**config.mk**
```make
export PLATFORM = sky130hd
export DESIGN_NAME = cht_ctrl
export DESIGN_NICKNAME = d
export VERILOG_FILES = /design/src/design/cht_pkg.sv /design/src/design/cht_ctrl.sv
export SDC_FILE = /design/constraint.sdc
export NUM_CORES = 1
export LEC_CHECK = 0
export ABC_AREA = 0
export BUFFER_PORTS_ARGS = -buffer_cell sky130_fd_sc_hd__buf_4
export CORE_AREA = 2 2 39 41
export DETAILED_ROUTE_END_ITERATION = 10
export DIE_AREA = 0 0 41 43
export GPL_TIMING_DRIVEN = 0
export PLACE_DENSITY = 0.68
export REMOVE_ABC_BUFFERS = 1
export SETUP_SLACK_MARGIN = 0.02
export SYNTH_ARGS = -nofsm -noshare
export SYNTH_HDL_FRONTEND = slang
export SYNTH_SLANG_ARGS = --single-unit
```
**constraint.sdc**
```tcl
create_clock -name clk -period 4.4 [get_ports clk]
set_input_delay 0.88 -clock clk [delete_from_list [all_inputs] [get_ports clk]]
set_output_delay 0.88 -clock clk [all_outputs]
set_load 0.01 [all_outputs]
```
**src/design/cht_pkg.sv**
```systemverilog
package cht_pkg;

  localparam int Buckets = 1024;
  localparam int Records = 1024;
  localparam int BW = $clog2(Buckets);
  localparam int NW = $clog2(Records);
  localparam int PW = NW + 1;
  localparam logic [PW-1:0] NIL = '1;
  localparam logic [10:0] PROBE_MAX = 11'd2047;
  localparam logic [23:0] SUM_MAX = 24'hFFFFFF;
  localparam logic [15:0] TALLY_MAX = 16'hFFFF;

  localparam logic [1:0] ST_OK = 2'd0;
  localparam logic [1:0] ST_MISS = 2'd1;
  localparam logic [1:0] ST_FULL = 2'd2;

  localparam logic REQ_INSERT = 1'b0;
  localparam logic REQ_LOOKUP = 1'b1;

  typedef struct packed {
    logic       req_type;
    logic [6:0] name_char;
    logic       last_char;
    logic [9:0] record_index;
  } req_t;

  typedef struct packed {
    logic [9:0]  bucket;
    logic [10:0] probe_count;
    logic [1:0]  status;
    logic [23:0] probe_total;
    logic [15:0] lookups_done;
  } rsp_t;

  typedef enum logic [3:0] {
    OP_NONE, OP_LOAD, OP_READ_BKT, OP_INS_HEAD, OP_INS_FULL, OP_INS_NODE,
    OP_INS_START, OP_READ_NODE, OP_STEP, OP_LINK, OP_FOUND_HEAD,
    OP_FOUND_NODE, OP_MISS, OP_CLEAR
  } op_t;

  typedef struct packed {
    logic head_valid;
    logic head_match;
    logic start_nil;
    logic pool_full;
    logic link_nil;
    logic node_match;
    logic ptr_nil;
    logic steps_done;
    logic req_lookup;
    logic clear_last;
  } stat_t;

  function automatic logic [31:0] fold_char(input logic [31:0] h, input logic [6:0] c);
    logic [31:0] t;
    logic [31:0] top;
    t = (h << 4) + {25'd0, c};
    top = t & 32'hF0000000;
    if (top != 32'd0) begin
      t = (t ^ (top >> 24)) & ~top;
    end
    return t;
  endfunction

endpackage

```
**src/design/cht_ctrl.sv**
```systemverilog
module cht_ctrl import cht_pkg::*; (
  input  logic  clk,
  input  logic  rst,
  input  logic  start,
  input  logic  last_char,
  input  stat_t stat,
  output logic  busy,
  output op_t   op
);

  typedef enum logic [2:0] {S_CLEAR, S_IDLE, S_BKT, S_DECIDE, S_NODE, S_WALK} state_t;
  state_t state;

  always_comb begin
    op = OP_NONE;
    unique case (state)
      S_CLEAR: op = OP_CLEAR;
      S_IDLE: if (start && last_char) op = OP_LOAD;
      S_BKT: op = OP_READ_BKT;
      S_DECIDE: begin
        if (!stat.req_lookup) begin
          if (!stat.head_valid) op = OP_INS_HEAD;
          else if (stat.pool_full) op = OP_INS_FULL;
          else if (stat.start_nil) op = OP_INS_START;
          else op = OP_INS_NODE;
        end else if (stat.head_valid && stat.head_match) op = OP_FOUND_HEAD;
        else if (stat.ptr_nil) op = OP_MISS;
        else op = OP_INS_NODE;
      end
      S_NODE: op = OP_READ_NODE;
      S_WALK: begin
        if (!stat.req_lookup) begin
          if (stat.link_nil || stat.steps_done) op = OP_LINK;
          else op = OP_STEP;
        end else if (stat.node_match) op = OP_FOUND_NODE;
        else if (stat.link_nil || stat.steps_done) op = OP_MISS;
        else op = OP_STEP;
      end
      default: op = OP_NONE;
    endcase
  end

  always_ff @(posedge clk) begin
    if (rst) begin
      state <= S_CLEAR;
      busy <= 1'b1;
    end else begin
      unique case (op)
        OP_CLEAR: begin
          if (stat.clear_last) begin
            state <= S_IDLE;
            busy <= 1'b0;
          end
        end
        OP_LOAD: begin state <= S_BKT; busy <= 1'b1; end
        OP_READ_BKT: state <= S_DECIDE;
        OP_INS_NODE, OP_STEP: state <= S_NODE;
        OP_READ_NODE: state <= S_WALK;
        OP_INS_HEAD, OP_INS_FULL, OP_INS_START, OP_LINK, OP_FOUND_HEAD,
        OP_FOUND_NODE, OP_MISS: begin state <= S_IDLE; busy <= 1'b0; end
        default: ;
      endcase
    end
  end

endmodule

```
==> summary.md <==
| Metric | Value |
|---|---|
| Outcome | complete, no violations |
| GRT Residual Overflow | 0 |
| Place WS | 1.534 ns |
| Seq/Total Area, Yosys | 0.1763 |
| Clk pin slew, worst setup/hold paths | 0.04 ns |
| Area Overhead vs Synth | 34.44% |
| Crit start category | input port |
| IO Port Bufs | 18 |
| Ant diodes | 0 |
| Layout cells sized above 1 | 0.3766 |
| Final setup fails | 0 |
| Post-synth cell types | 32 |
| Critical-path cell list | buf_4 -> o311a_1 -> a211oi_4 -> inv_1 -> buf_4 |
| R2R setup slack | 2.35 ns |
| Post-placement cell count | 90 |
| Final hold violations | 0 |
| Initial DRC Count | 8 |
| CP delay by family, top | compound AO/OA/AOI/OAI gates |
| Sw frac | 0.4369 |
| Max Slew Vio Count | 0 |
| Largest stage delay, worst path | 0.38 ns |
| Final setup margin | 1.534 ns |
| Antenna violations before repair | 0 |
| CP Data Arrival Time | 1.99 ns |
| Peak VDD IR | 0.2300 mV |
| Worst-margin pin slew | 0.3846 ns |
| Yosys warns | 0 |
| Die area | 1763 µm² |
| Pwr Total | 354.5 µW |
| GRT Total Usage | 0.1165 |
| Fin crit period | 2.866 ns |
| Fin crit share | 0.6513 |
| Critical Path Fanout Max | 9 |
| Met1 Wirelength | 447 µm |
| Hold Slack | 0.5025 ns |
| RSZ-0062 raised after global routing | false |
| Vias in the first global route | 385 |
| Remaining DRCs | 0 |
| Drt first pass iters | 2 |
| Clk buf depth | 2 |
| P_int | 199.6 µW |
| Drt wl/cell | 11.14 µm |
| Num ports | 19 |
| HPWL after DPL | 826.5 µm |
| Nets | 93 |
| Hold_buf cts | 0 |
| Worst slew margin | 0.7416 |
| PwrDens | 580.6 nW/µm² |
| Worst EP required | 3.52 ns |
| Final Skew | 0.0004556 ns |
| Static Leak | 0.0002715 µW |
| Antenna-violating nets left | 0 |
| WHS Path Cells | 1 |
| First-pass GRT wire length | 1435 µm |
| Yosys reg bits | 4 |
| Final cell count without fillers | 93 |
| Fillers | 146 |
| FMAX | 0.3489 GHz |
| Post-Syn Area per Cell | 7.698 µm² |
| Rows | 14 |
| Net Switching | 154.9 µW |
| Combinational power share | 0.664 |
| Worst Reg-to-Reg Cells | 6 |
| Synthesized area | 454.2 µm² |
| H-tree depth | 1 |
| Root Driver | clkbuf_4 |
| Reg2reg end | state[0]$_SDFFE_PP0P_ |
| Setup Buffers After CTS | 0 |
| CTS Buf Count | 3 |
| DR vias/cell | 5.226 |
| Routed length on met3 | 90 µm |
| WL final | 1036 µm |
| Worst-case hold path end point | busy$_SDFFE_PP1P_ |
| Hold crit path type | reg2reg |
| Critical setup path kind | in2out |
| CP max-delay cell | o311a_1 |
| Chip width | 41 µm |
| Via count | 486 |
| Cell mode on critical path | buf_4 |
| Post-Syn Instances | 59 |
| CTS sink cnt | 4 |
| Initial Util | 0.3282 |
| Top Layer Used | met3 |
| Core area | 1384 µm² |
| Critical hold path startpoint | busy$_SDFFE_PP1P_ |
| Routability Congestion | 0.7218 |
| TritonCTS clock tree | built |
| Post-cts repair resize count | 0 |
| Clock Latency Late Sink | 0.23 ns |
| CP Capture Type | primary output |
| Largest net degree at the start of global routing | 13 |
| Max_cap viols | 0 |
| Reg power frac | 0.208 |
| RR Startpoint | state[0]$_SDFFE_PP0P_ |
| Total negative slack | 0 ns |
| Die Span Y | 43 µm |
| CP bufs+invs | 3 |
| Metal2 WL | 499 µm |
| Clock power share | 0.128 |
worst register-to-register path: cells and delay by family, from the launching register on:
family / cells / cell delay (ns)
DFF: 1 / 0.51
AOI/OAI and AO/OA: 4 / 0.66
and+or+nand+nor: 2 / 0.76
cell usage after synthesis (all sizes together):
library cell  n  area, µm²
inv           6      22.52
nor2          5      18.77
a21oi         4      20.02
dfxtp         4      80.08
a21o          3      25.03
buf           3      21.27
nand2b        3      18.77
a31oi         2      12.51
a41o          2      22.52
mux2i         2      20.02
nand2         2      7.510
nand3b        2      15.01
nor2b         2      12.51
nor3          2      10.01
or3           2      12.51
a211oi        1      20.02
a221o         1      10.01
a32oi         1      8.760
a41oi         1      8.760
and2          1      6.260
and3          1      6.260
nand3         1      5.000
nand4b        1      8.760
o2111ai       1      8.760
o211ai        1      12.51
o21a          1      7.510
o21ai         1      5.000
o221a         1      11.26
o311a         1      10.01
or2           1      6.260
power by group through the flow:
stage	registers [µW]	clock network [µW]	logic [µW]
5_1_grt	76.2	50.4	260
6_report	73.7	45.4	235
4_1_cts	73.5	48.2	238
3_5_place_dp	73.9	0	236
2_1_floorplan	70.3	0	162
3_3_place_gp	73.2	0	236
cell type report:
class / instances / area (µm²) / area share
clock buffer: 3 / 22.52 / 0.03689
inverter: 6 / 22.52 / 0.03689
multi-input combinational: 46 / 330.3 / 0.5410
sequential: 4 / 80.08 / 0.1311
tap: 16 / 20.02 / 0.03279
timing repair buffer: 18 / 135.1 / 0.2213
layer usage:
layer	global-route usage	vias to the layer above
li1	-	259
met1	0.1447	213
met2	0.1844	14
met3	0	0
met4	0.08000	0
met5	0	-
flip-flops by register name (all words and copies together) (netlist names):
signal / cells
busy: 1
state: 3
how the worst max path moves through the flow:
| stage | startpoint | endpoint | cells after the start |
|---|---|---|---|
| floorplan | stat[9] | op[0] | 4 |
| global placement | stat[1] | op[0] | 5 |
| detailed placement | stat[1] | op[0] | 5 |
| CTS | stat[1] | op[0] | 5 |
| global route | stat[1] | op[0] | 5 |
| finish | stat[1] | op[0] | 5 |
cell usage in the layout, fill, tap and decap left out, drive strengths merged, types with 2 or more instances in the layout:
cell and n:
or3 2, nor2b 2, nand2b 3, nor2 5, a31oi 2, nand3b 2, dfxtp 4, buf 18
mux2i 2, clkbuf 3, a21o 3, nor3 2, inv 6, a21oi 4, a41o 2, nand2 2
through the flow:
stage,cell area (µm²),utilization
6_report,610.6,0.4412
5_1_grt,610.6,0.4412
4_1_cts,610.6,0.4412
3_5_place_dp,588.1,0.4250
3_3_place_gp,588.1,0.4250
2_1_floorplan,432.9,-
logic make-up after synthesis:
group                  share of synthesized area
buffers and inverters                    0.09641
and+or+nand+nor                           0.2810
AOI/OAI and AO/OA                         0.4022
muxes                                    0.04408
DFF                                       0.1763
No activity file was read; power rests on OpenSTA's default activity.
